<file path="src/rtl/core/sbsp_pkg.sv">
// Shared types and constants for the servo bus status packet parser.
// No dependencies; used by sbsp_parse and servo_bus_status_packet_parser.
`default_nettype none

package sbsp_pkg;

    // input command codes
    typedef enum logic [1:0] {
        OP_START = 2'd0,
        OP_BYTE  = 2'd1,
        OP_TICK  = 2'd2
    } t_sbsp_op;

    // completion status codes
    typedef enum logic [1:0] {
        ST_OK       = 2'd0,
        ST_CHECKSUM = 2'd1,
        ST_TIMEOUT  = 2'd2,
        ST_LENGTH   = 2'd3
    } t_sbsp_status;

    // kind of result item
    typedef enum logic {
        KIND_PARAM  = 1'b0,
        KIND_FINISH = 1'b1
    } t_sbsp_kind;

    localparam int unsigned POS_W = 9;

    // byte positions inside a packet
    localparam logic [POS_W-1:0] POS_ID    = 9'd2;
    localparam logic [POS_W-1:0] POS_LEN   = 9'd3;
    localparam logic [POS_W-1:0] POS_ERR   = 9'd4;
    localparam logic [POS_W-1:0] POS_PARAM = 9'd5;

    // length field covers error byte and checksum besides the parameters
    localparam logic [7:0] LEN_OVERHEAD = 8'd2;
    localparam logic [POS_W-1:0] CHECK_OFFSET = 9'd3;

    localparam logic [7:0] TIMEOUT_RESET = 8'd10;

    // one result item
    typedef struct packed {
        t_sbsp_kind   kind;
        t_sbsp_status status;
        logic [7:0]   servo_id;
        logic [7:0]   servo_error;
        logic [7:0]   param_count;
        logic [7:0]   param_index;
        logic [7:0]   param_value;
    } t_sbsp_result;

    // parser status seen by the top level
    typedef struct packed {
        logic armed;
        logic res_valid;
    } t_sbsp_flags;

endpackage

`default_nettype wire

</file>
<file path="src/rtl/core/sbsp_parse.sv">
// Packet state and combinational parse step for the servo bus status parser.
// Depends on sbsp_pkg.
`default_nettype none

module sbsp_parse (
    input  wire logic                 i_clk,
    input  wire logic                 i_rst_n,
    input  wire logic                 i_step,
    input  wire logic [1:0]           i_op,
    input  wire logic [7:0]           i_byte,
    input  wire logic [7:0]           i_timeout_ticks,
    output sbsp_pkg::t_sbsp_result    o_result,
    output sbsp_pkg::t_sbsp_flags     o_flags
);

    logic                        r_armed,   n_armed;
    logic [sbsp_pkg::POS_W-1:0]  r_pos,     n_pos;
    logic [7:0]                  r_len,     n_len;
    logic [7:0]                  r_sum,     n_sum;
    logic [7:0]                  r_id,      n_id;
    logic [7:0]                  r_err,     n_err;
    logic [7:0]                  r_ticks,   n_ticks;

    logic                        res_valid;
    sbsp_pkg::t_sbsp_result      res;
    sbsp_pkg::t_sbsp_op          op;
    logic [sbsp_pkg::POS_W-1:0]  check_pos;
    logic [7:0]                  count;
    logic [7:0]                  known_count;
    logic [7:0]                  tick_inc;
    logic [sbsp_pkg::POS_W-1:0]  idx_wide;

    assign op          = sbsp_pkg::t_sbsp_op'(i_op);
    assign check_pos   = {1'b0, r_len} + sbsp_pkg::CHECK_OFFSET;
    assign count       = r_len - sbsp_pkg::LEN_OVERHEAD;
    assign known_count = ((r_pos > sbsp_pkg::POS_LEN) && (r_len >= sbsp_pkg::LEN_OVERHEAD))
                         ? count : 8'd0;
    assign tick_inc    = r_ticks + 8'd1;
    assign idx_wide    = r_pos - sbsp_pkg::POS_PARAM;

    // next state and result for one command
    always_comb begin
        n_armed   = r_armed;
        n_pos     = r_pos;
        n_len     = r_len;
        n_sum     = r_sum;
        n_id      = r_id;
        n_err     = r_err;
        n_ticks   = r_ticks;
        res_valid = 1'b0;
        res.kind        = sbsp_pkg::KIND_PARAM;
        res.status      = sbsp_pkg::ST_OK;
        res.servo_id    = r_id;
        res.servo_error = r_err;
        res.param_count = 8'd0;
        res.param_index = 8'd0;
        res.param_value = 8'd0;

        unique case (op)
            sbsp_pkg::OP_START: begin
                n_armed = 1'b1;
                n_pos   = '0;
                n_len   = 8'd0;
                n_sum   = 8'd0;
                n_id    = 8'd0;
                n_err   = 8'd0;
                n_ticks = 8'd0;
            end
            sbsp_pkg::OP_TICK: begin
                if (r_armed) begin
                    n_ticks = tick_inc;
                    if (tick_inc >= i_timeout_ticks) begin
                        res_valid       = 1'b1;
                        res.kind        = sbsp_pkg::KIND_FINISH;
                        res.status      = sbsp_pkg::ST_TIMEOUT;
                        res.param_count = known_count;
                        n_armed         = 1'b0;
                    end
                end
            end
            sbsp_pkg::OP_BYTE: begin
                if (r_armed) begin
                    priority if (r_pos < sbsp_pkg::POS_ID) begin
                        // header bytes, taken unchecked
                        n_pos = r_pos + 9'd1;
                    end else if (r_pos == sbsp_pkg::POS_ID) begin
                        n_id  = i_byte;
                        n_sum = r_sum + i_byte;
                        n_pos = r_pos + 9'd1;
                    end else if (r_pos == sbsp_pkg::POS_LEN) begin
                        n_len = i_byte;
                        n_sum = r_sum + i_byte;
                        n_pos = r_pos + 9'd1;
                        if (i_byte < sbsp_pkg::LEN_OVERHEAD) begin
                            res_valid  = 1'b1;
                            res.kind   = sbsp_pkg::KIND_FINISH;
                            res.status = sbsp_pkg::ST_LENGTH;
                            n_armed    = 1'b0;
                        end
                    end else if (r_pos == sbsp_pkg::POS_ERR) begin
                        n_err = i_byte;
                        n_sum = r_sum + i_byte;
                        n_pos = r_pos + 9'd1;
                    end else if (r_pos < check_pos) begin
                        // parameter byte goes straight out
                        n_sum           = r_sum + i_byte;
                        n_pos           = r_pos + 9'd1;
                        res_valid       = 1'b1;
                        res.param_count = count;
                        res.param_index = idx_wide[7:0];
                        res.param_value = i_byte;
                    end else begin
                        // checksum byte closes the packet
                        res_valid       = 1'b1;
                        res.kind        = sbsp_pkg::KIND_FINISH;
                        res.status      = ((~r_sum) == i_byte) ? sbsp_pkg::ST_OK
                                                               : sbsp_pkg::ST_CHECKSUM;
                        res.param_count = count;
                        n_armed         = 1'b0;
                    end
                end
            end
            default: begin
                // unused code, no effect
            end
        endcase
    end

    // packet state registers
    always_ff @(posedge i_clk) begin
        if (!i_rst_n) begin
            r_armed <= 1'b0;
            r_pos   <= '0;
            r_len   <= 8'd0;
            r_sum   <= 8'd0;
            r_id    <= 8'd0;
            r_err   <= 8'd0;
            r_ticks <= 8'd0;
        end else if (i_step) begin
            r_armed <= n_armed;
            r_pos   <= n_pos;
            r_len   <= n_len;
            r_sum   <= n_sum;
            r_id    <= n_id;
            r_err   <= n_err;
            r_ticks <= n_ticks;
        end
    end

    assign o_result        = res;
    assign o_flags.armed     = r_armed;
    assign o_flags.res_valid = res_valid;

endmodule

`default_nettype wire

</file>
<file path="src/rtl/core/servo_bus_status_packet_parser.sv">
// Top level of the servo bus status packet parser: stream ports, input and
// result registers, timeout register. Depends on sbsp_pkg and sbsp_parse.
`default_nettype none

// Takes start, byte and tick commands one transfer per clock and reports each
// parameter byte as it arrives, then one finish item with ok, checksum error,
// timeout or length error. A command is registered on entry, parsed by the
// combinational packet state logic and its result registered on exit. The
// sustained rate is one command per cycle; only a stalled result side slows
// it. Commands that give no result (start, header bytes, ticks before
// timeout) pass the parse stage without occupying the result register. The
// timeout register is written through its own channel, which is always ready.
module servo_bus_status_packet_parser (
    input  wire logic        i_clk,
    input  wire logic        i_rst_n,
    // command stream
    input  wire logic        i_s_tvalid,
    output logic             o_s_tready,
    input  wire logic [7:0]  i_s_tdata,   // [7:0] rx_byte
    input  wire logic [1:0]  i_s_tuser,   // [1:0] opcode
    // result stream
    output logic             o_m_tvalid,
    input  wire logic        i_m_tready,
    output logic [47:0]      o_m_tdata,   // [1:0] status, [9:2] servo_id,
                                          // [17:10] servo_error, [25:18] param_count,
                                          // [33:26] param_index, [41:34] param_value,
                                          // [47:42] zero
    output logic             o_m_tuser,   // [0] result_kind
    // timeout register write
    input  wire logic        i_cfg_valid,
    output logic             o_cfg_ready,
    input  wire logic [7:0]  i_cfg_data
);

    logic                    r_in_valid;
    logic [1:0]              r_in_op;
    logic [7:0]              r_in_byte;
    logic                    r_out_valid;
    sbsp_pkg::t_sbsp_result  r_out;
    logic [7:0]              r_timeout;

    logic                    advance;
    sbsp_pkg::t_sbsp_result  parse_res;
    sbsp_pkg::t_sbsp_flags   parse_flags;

    // parse when a command waits and the result register is free or draining
    assign advance    = r_in_valid && (!r_out_valid || i_m_tready);
    assign o_s_tready = !r_in_valid || advance;

    // input register
    always_ff @(posedge i_clk) begin
        if (!i_rst_n) begin
            r_in_valid <= 1'b0;
        end else if (o_s_tready) begin
            r_in_valid <= i_s_tvalid;
        end
    end

    always_ff @(posedge i_clk) begin
        if (o_s_tready && i_s_tvalid) begin
            r_in_op   <= i_s_tuser;
            r_in_byte <= i_s_tdata;
        end
    end

    // timeout register
    assign o_cfg_ready = 1'b1;

    always_ff @(posedge i_clk) begin
        if (!i_rst_n) begin
            r_timeout <= sbsp_pkg::TIMEOUT_RESET;
        end else if (i_cfg_valid) begin
            r_timeout <= i_cfg_data;
        end
    end

    sbsp_parse u_parse (
        .i_clk           (i_clk),
        .i_rst_n         (i_rst_n),
        .i_step          (advance),
        .i_op            (r_in_op),
        .i_byte          (r_in_byte),
        .i_timeout_ticks (r_timeout),
        .o_result        (parse_res),
        .o_flags         (parse_flags)
    );

    // result register
    always_ff @(posedge i_clk) begin
        if (!i_rst_n) begin
            r_out_valid <= 1'b0;
        end else if (advance) begin
            r_out_valid <= parse_flags.res_valid;
        end else if (i_m_tready) begin
            r_out_valid <= 1'b0;
        end
    end

    always_ff @(posedge i_clk) begin
        if (advance && parse_flags.res_valid) begin
            r_out <= parse_res;
        end
    end

    assign o_m_tvalid = r_out_valid;
    assign o_m_tuser  = r_out.kind;
    assign o_m_tdata  = {6'd0, r_out.param_value, r_out.param_index, r_out.param_count,
                         r_out.servo_error, r_out.servo_id, r_out.status};

    // full input register behind a stalled result blocks new commands
    a_hold_input: assert property (@(posedge i_clk) disable iff (!i_rst_n)
        (r_in_valid && r_out_valid && !i_m_tready) |-> !o_s_tready)
        else $error("input accepted while both stages are held");

    // a finish item always leaves the parser disarmed
    a_finish_disarms: assert property (@(posedge i_clk) disable iff (!i_rst_n)
        (advance && parse_flags.res_valid && parse_res.kind == sbsp_pkg::KIND_FINISH)
        |=> !parse_flags.armed)
        else $error("parser still armed after finish item");

    // an emitted parameter lies inside the announced count
    a_param_index: assert property (@(posedge i_clk) disable iff (!i_rst_n)
        (r_out_valid && r_out.kind == sbsp_pkg::KIND_PARAM)
        |-> (r_out.param_index < r_out.param_count))
        else $error("parameter index beyond parameter count");

    // results only come out of a parse step taken while armed
    a_result_armed: assert property (@(posedge i_clk) disable iff (!i_rst_n)
        (advance && parse_flags.res_valid) |-> parse_flags.armed)
        else $error("result produced while idle");

endmodule

`default_nettype wire
</file>
<file path="config.mk">
export PLATFORM = sky130hd
export DESIGN_NAME = servo_bus_status_packet_parser
export DESIGN_NICKNAME = d
export VERILOG_FILES = /design/src/rtl/core/sbsp_pkg.sv /design/src/rtl/core/sbsp_parse.sv /design/src/rtl/core/servo_bus_status_packet_parser.sv
export SDC_FILE = /design/constraint.sdc
export NUM_CORES = 1
export LEC_CHECK = 0
export BUFFER_PORTS_ARGS = -buffer_cell sky130_fd_sc_hd__buf_2
export CAP_MARGIN = 20
export CORE_AREA = 2 2 104 106
export DETAILED_ROUTE_END_ITERATION = 7
export DIE_AREA = 0 0 106 108
export MAX_ROUTING_LAYER = met4
export PLACE_DENSITY_LB_ADDON = 0.1
export SYNTH_ARGS = -nofsm -noshare
export SYNTH_HDL_FRONTEND = slang
export SYNTH_HIERARCHICAL = 1
export SYNTH_SLANG_ARGS = --single-unit
</file>
<file path="constraint.sdc">
create_clock -name i_clk -period 5.55 [get_ports i_clk]
set_input_delay 0.2775 -clock i_clk [delete_from_list [all_inputs] [get_ports i_clk]]
set_output_delay 0.2775 -clock i_clk [all_outputs]
set_load 0.02 [all_outputs]
</file>
; Yosys cells after proc, flatten, opt, wreduce, memory -nomap -nowiden
; Cells that the tools add are included.
[op_classes]
addsub = 6
order_cmp = 6
eq_ne = 16
muxes = 73
bitwise_logic = 4
n_reduce_logical = 21
[ops]
columns = op, n
row1 = 8-bit two-way mux, 22
row2 = 24-bit two-way mux, 5
row3 = 8-bit one-hot mux with 2 select lines, 6
row4 = 9-bit two-way mux, 6
row5 = 3-bit two-way mux, 9
row6 = 1-bit two-way mux, 20
row7 = 9-bit by 2-bit equality test with 1-bit output (second input constant), 2
row8 = 9-bit one-hot mux with 2 select lines, 1
row9 = 16-bit two-way mux, 1
row10 = 2-bit by 1-bit != test with 1-bit output (second input constant), 5
row11 = 5-bit AND reduction, 2
row12 = 8-bit by 2-bit adder with 9-bit output (second input constant), 1
row13 = 9-bit by 1-bit adder with 9-bit output (second input constant), 1
row14 = 9-bit by 3-bit equality test with 1-bit output (second input constant), 1
row15 = 9-bit by 2-bit greater-than comparator with 1-bit output (second input constant), 1
row16 = 9-bit by 2-bit < comparator with 1-bit output (second input constant), 1
row17 = 9-bit < comparator, 1
row18 = 8-bit by 1-bit adder with 8-bit output (second input constant), 1
row19 = 8-bit adder, 1
row20 = 8-bit equality test, 1
row21 = 8-bit by 2-bit >= comparator with 1-bit output (second input constant), 1
row22 = 8-bit >= comparator, 1
row23 = 8-bit by 2-bit < comparator with 1-bit output (second input constant), 1
row24 = 8-bit inverter, 1
row25 = 23 further kinds, 34
[word_totals]
ff_bits = 113
in_bits = 23
out_inout_bits = 52

; Depth between registers and ports, before layout
[logic_depth]
ltp_word = 10
mapped_depth = 14
mapped_depth_nobuf = 13

; Hierarchy
; Netlist, hierarchy kept.
[by_module_without_submodules]
columns = mod, instances, cells_each, area_each_um2, seq_area_each_um2
row1 = sbsp_parse, 1, 468, 3798.6, 1001.0
row2 = servo_bus_status_packet_parser, 1, 101, 2050.7, 1791.7

; Worst setup path before layout
; OpenSTA, ideal clock, no wires.
[synth_path]
path_kind = reg-to-reg
start = register u_parse.r_ticks[2]
end = register r_out (netlist bit o_m_tdata[0]) (enable)
setup_ns = 0.443
arrival_ns = 3.948
slack_ns = 1.159
path_stages_with_launch = 14
synth_period_minus_slack_ns = 4.391
path_cell_list = dfxtp_1 and3_1 clkbuf_1 and3_1 nand3_1 xnor2_1 ha_1 and3_1 nand4b_1 nand3_1 and4_1 buf_4 nand2_1 nor2_1
[synth_between]
elab_chain_cells = 6
[synth_lines]
columns = element, line
row1 = from (decl), sbsp_parse.sv:22  ; logic [7:0] r_ticks, n_ticks;
row2 = from (signal assigned), sbsp_parse.sv:146  ; r_ticks <= n_ticks;
row3 = 8-bit by 1-bit adder with 8-bit output, sbsp_parse.sv:38  ; assign tick_inc = r_ticks + 8'd1;
row4 = 8-bit >= comparator, sbsp_parse.sv:72  ; if (tick_inc >= i_timeout_ticks) begin
row5 = 1-bit two-way mux, sbsp_parse.sv:72
row6 = 1-bit two-way mux, sbsp_parse.sv:70  ; if (r_armed) begin
row7 = 1-bit one-hot mux with 2 select lines, sbsp_parse.sv:59  ; unique case (op)
row8 = net u_parse.res_valid, sbsp_parse.sv:24  ; logic res_valid;
row9 = 1-bit logical AND, servo_bus_status_packet_parser.sv:100  ; if (advance && parse_flags.res_valid) begin
row10 = to (signal assigned), servo_bus_status_packet_parser.sv:101  ; r_out <= parse_res;
row11 = to (decl), servo_bus_status_packet_parser.sv:39  ; sbsp_pkg::t_sbsp_result r_out;
; The timed path passes the listed nets, and every way through them passes these cells.
; A chain may end at the register's enable or synchronous reset.

; Worst setup path in the final report
[layout_path]
start = register u_parse.r_len[1]
end = register u_parse.r_sum[6]
[layout_between]
elab_chain_cells = 4
[layout_lines]
columns = element, line
row1 = from (decl), sbsp_parse.sv:18  ; logic [7:0] r_len, n_len;
row2 = from (signal assigned), sbsp_parse.sv:142  ; r_len <= n_len;
row3 = 8-bit by 2-bit adder with 9-bit output, sbsp_parse.sv:34  ; assign check_pos = {1'b0, r_len} + sbsp_pkg::CHECK_OFFSET;
row4 = 9-bit < comparator, sbsp_parse.sv:104  ; end else if (r_pos < check_pos) begin
row5 = 5-bit by 1-bit != test with 1-bit output (no source line), n/a
row6 = 5-bit AND reduction (no source line), n/a
row7 = to (signal assigned), sbsp_parse.sv:143  ; r_sum <= n_sum;
row8 = to (decl), sbsp_parse.sv:19  ; logic [7:0] r_sum, n_sum;
; No other way between the ends.

==> results.yml <==
outcome:
  outcome: "finished, final reports clean"
worst_setup_path:
  end_kind: "register"
  cp.required_ns: 5.99
  cp_max_fo: 15
  worstSetupPathType: "register to register"
  cp_common_cell: "ha_1"
  cp_data_arrival_time_ns: 4.05
  cp_slowest_cell: "nor3_2"
  crit_family: "simple AND/OR/NAND/NOR gates"
  slowest_delay_ns: 0.49
  crit_chain: "inv_1 -> ha_1 -> nor3_1 -> nand3_1 -> ha_1 -> a21oi_1 -> o21ai_0 -> nor3_2 -> o2111ai_2 -> or3_1 -> a21boi_1"
  cp-start-kind: "register"
  worstPathBufferInverterCount: 1
power:
  leakagePower_nw: 2.98
  p_total_mw: 2.03
  power.density_nw_per_um2: 294
  ir_drop_mv: 0.194
clock_network:
  cts_tree: "built"
  holdBufCountCts: 13
  clock_latency_ns: 0.51
  htreeDepth: 4
  cts.clk_slew.worst_paths_ns: 0.06
  cts_root_buffer: "clkbuf_8"
  cts_buffer_depth: 2
  post_cts_buffers: 0
  clock-sinks: 113
  cts_buffers: 17
  cts_resized: 0
floorplan:
  die_h_um: 108
  start_util_pct: 57.1
  ios: 75
  core_um2: 10200
  die_w_um: 106
  die_area_um2: 11400
  rows: 37
global_routing:
  globalRoute.totalOverflow: 0
  track_usage_pct: 23.2
  first_global_vias: 4241
  grt_max_degree: 65
  grt_pass1_wl_um: 20200
  antenna_found_initial: 0
flow_run:
  maxCapViolations: 0
layout:
  seqCellArea_um2: 2790
  layout.nets: 702
  fin_area_um2: 6920
  diodes: 0
  area_delta_synth_final_pct: 18.4
  multi_input_area_um2: 2820
  drive_above_1_share_pct: 17.7
  fillers: 815
place:
  place_area_um2: 6190
  post-dp-hpwl_um: 8340
  gp_congestion: 0.937
  io_buffers: 67
logic_synthesis:
  syn_inst: 568
  synth_area_um2: 5840
  yosys_warnings: 6
  syn_avg_cell_area_um2: 10.3
timing:
  hold_viol_final: 0
  fin_skew_ns: 0.00982
  fin_crit_ns: 3.61
  tightest_slew_ns: 0.965
  rsz0062_at_grt: "no"
  hold_ws_ns: 0.0222
  setup_viol: 0
  period_share_pct: 65.0
  fmax_mhz: 277
  max_slew_margin_pct: 35.5
  finalSetupTns_ns: 0
  finalMaxSlewViolations: 0
drt:
  vias: 4338
  ant_nets: 0
  drt_iter0_drc: 227
  via_per_inst: 5.48
  dr.pass1.iters: 5
  wl_um: 12200
  drc_errors: 0
  routedWlPerCell_um: 15.4
hold_path:
  hp-class: "input port to register"
-- worst register-to-register path, stage by stage (launching register included) --
cell and delay, ns:
dfxtp_1 0.46, inv_1 0.13, ha_1 0.25, nor3_1 0.32
nand3_1 0.14, ha_1 0.33, a21oi_1 0.14, o21ai_0 0.18
nor3_2 0.49, o2111ai_2 0.47, or3_1 0.49, a21boi_1 0.15
-- area by class of cell --
class,count,share of cell area (%)
multi-input combinational,410,40.8
sequential,113,40.4
timing repair buffer,81,7.02
clock buffer,17,5.99
tap,136,2.46
clock inverter,15,2.33
inverter,19,1.03
-- stage by stage --
step                      cells  setup WS [ns]  util, %
final                       791           1.94     67.6
after detailed placement    745           1.98     60.5
after CTS                   790           1.94     67.4
after global placement      745           2.15     60.5
after floorplan             573           1.16        -
after global routing        791           1.66     67.6
-- worst paths after layout --
check	cells after the start	slack, ns	to	start
setup / recovery	11	1.94	u_parse/r_sum[6]	u_parse/r_len[1]
hold / removal	3	0.02	r_timeout[4]	i_cfg_data[4]
setup reg to reg	11	1.94	u_parse/r_sum[6]	u_parse/r_len[1]
hold reg to reg	0	0.43	o_m_tdata[5]	u_parse/r_id[3]
-- metal layers --
metal / GRT usage (%) / part of all wire [%]
met4: 8.65 / 2.1
met1: 28.4 / 44
met2: 37.7 / 49
met3: 5.42 / 5.4
met5: - / 0
-- layout by cell type, fill, tap and decap left out, drive strengths merged, types with 17 or more instances in the layout --
cell type  count
nand2         38
and3          18
inv           29
and2          18
nand3         28
ha            36
mux2i         26
xor2          21
buf           68
nor2b         31
clkbuf        17
nor2          44
edfxtp        53
dfxtp         60
o21ai         29
-- registers in the layout, indices dropped and copies added (netlist names) --
signal / flops
r_timeout: 8
u_parse/r_id: 8
o_m_tvalid: 1
u_parse/r_err: 8
r_in_op: 2
u_parse/r_ticks: 8
u_parse/r_sum: 8
u_parse/r_armed: 1
u_parse/r_len: 8
u_parse/r_pos: 9
r_in_byte: 8
r_in_valid: 1
o_m_tuser: 1
o_m_tdata: 42
-- report_power, final --
part	switching (mW)	internal, mW	leakage (nW)
Sequential	0.00956	0.877	1.01
Combinational	0.0495	0.0360	1.70
Clock	0.446	0.616	0.276
Total	0.505	1.53	2.98
Power figures use the tool's default switching activity.
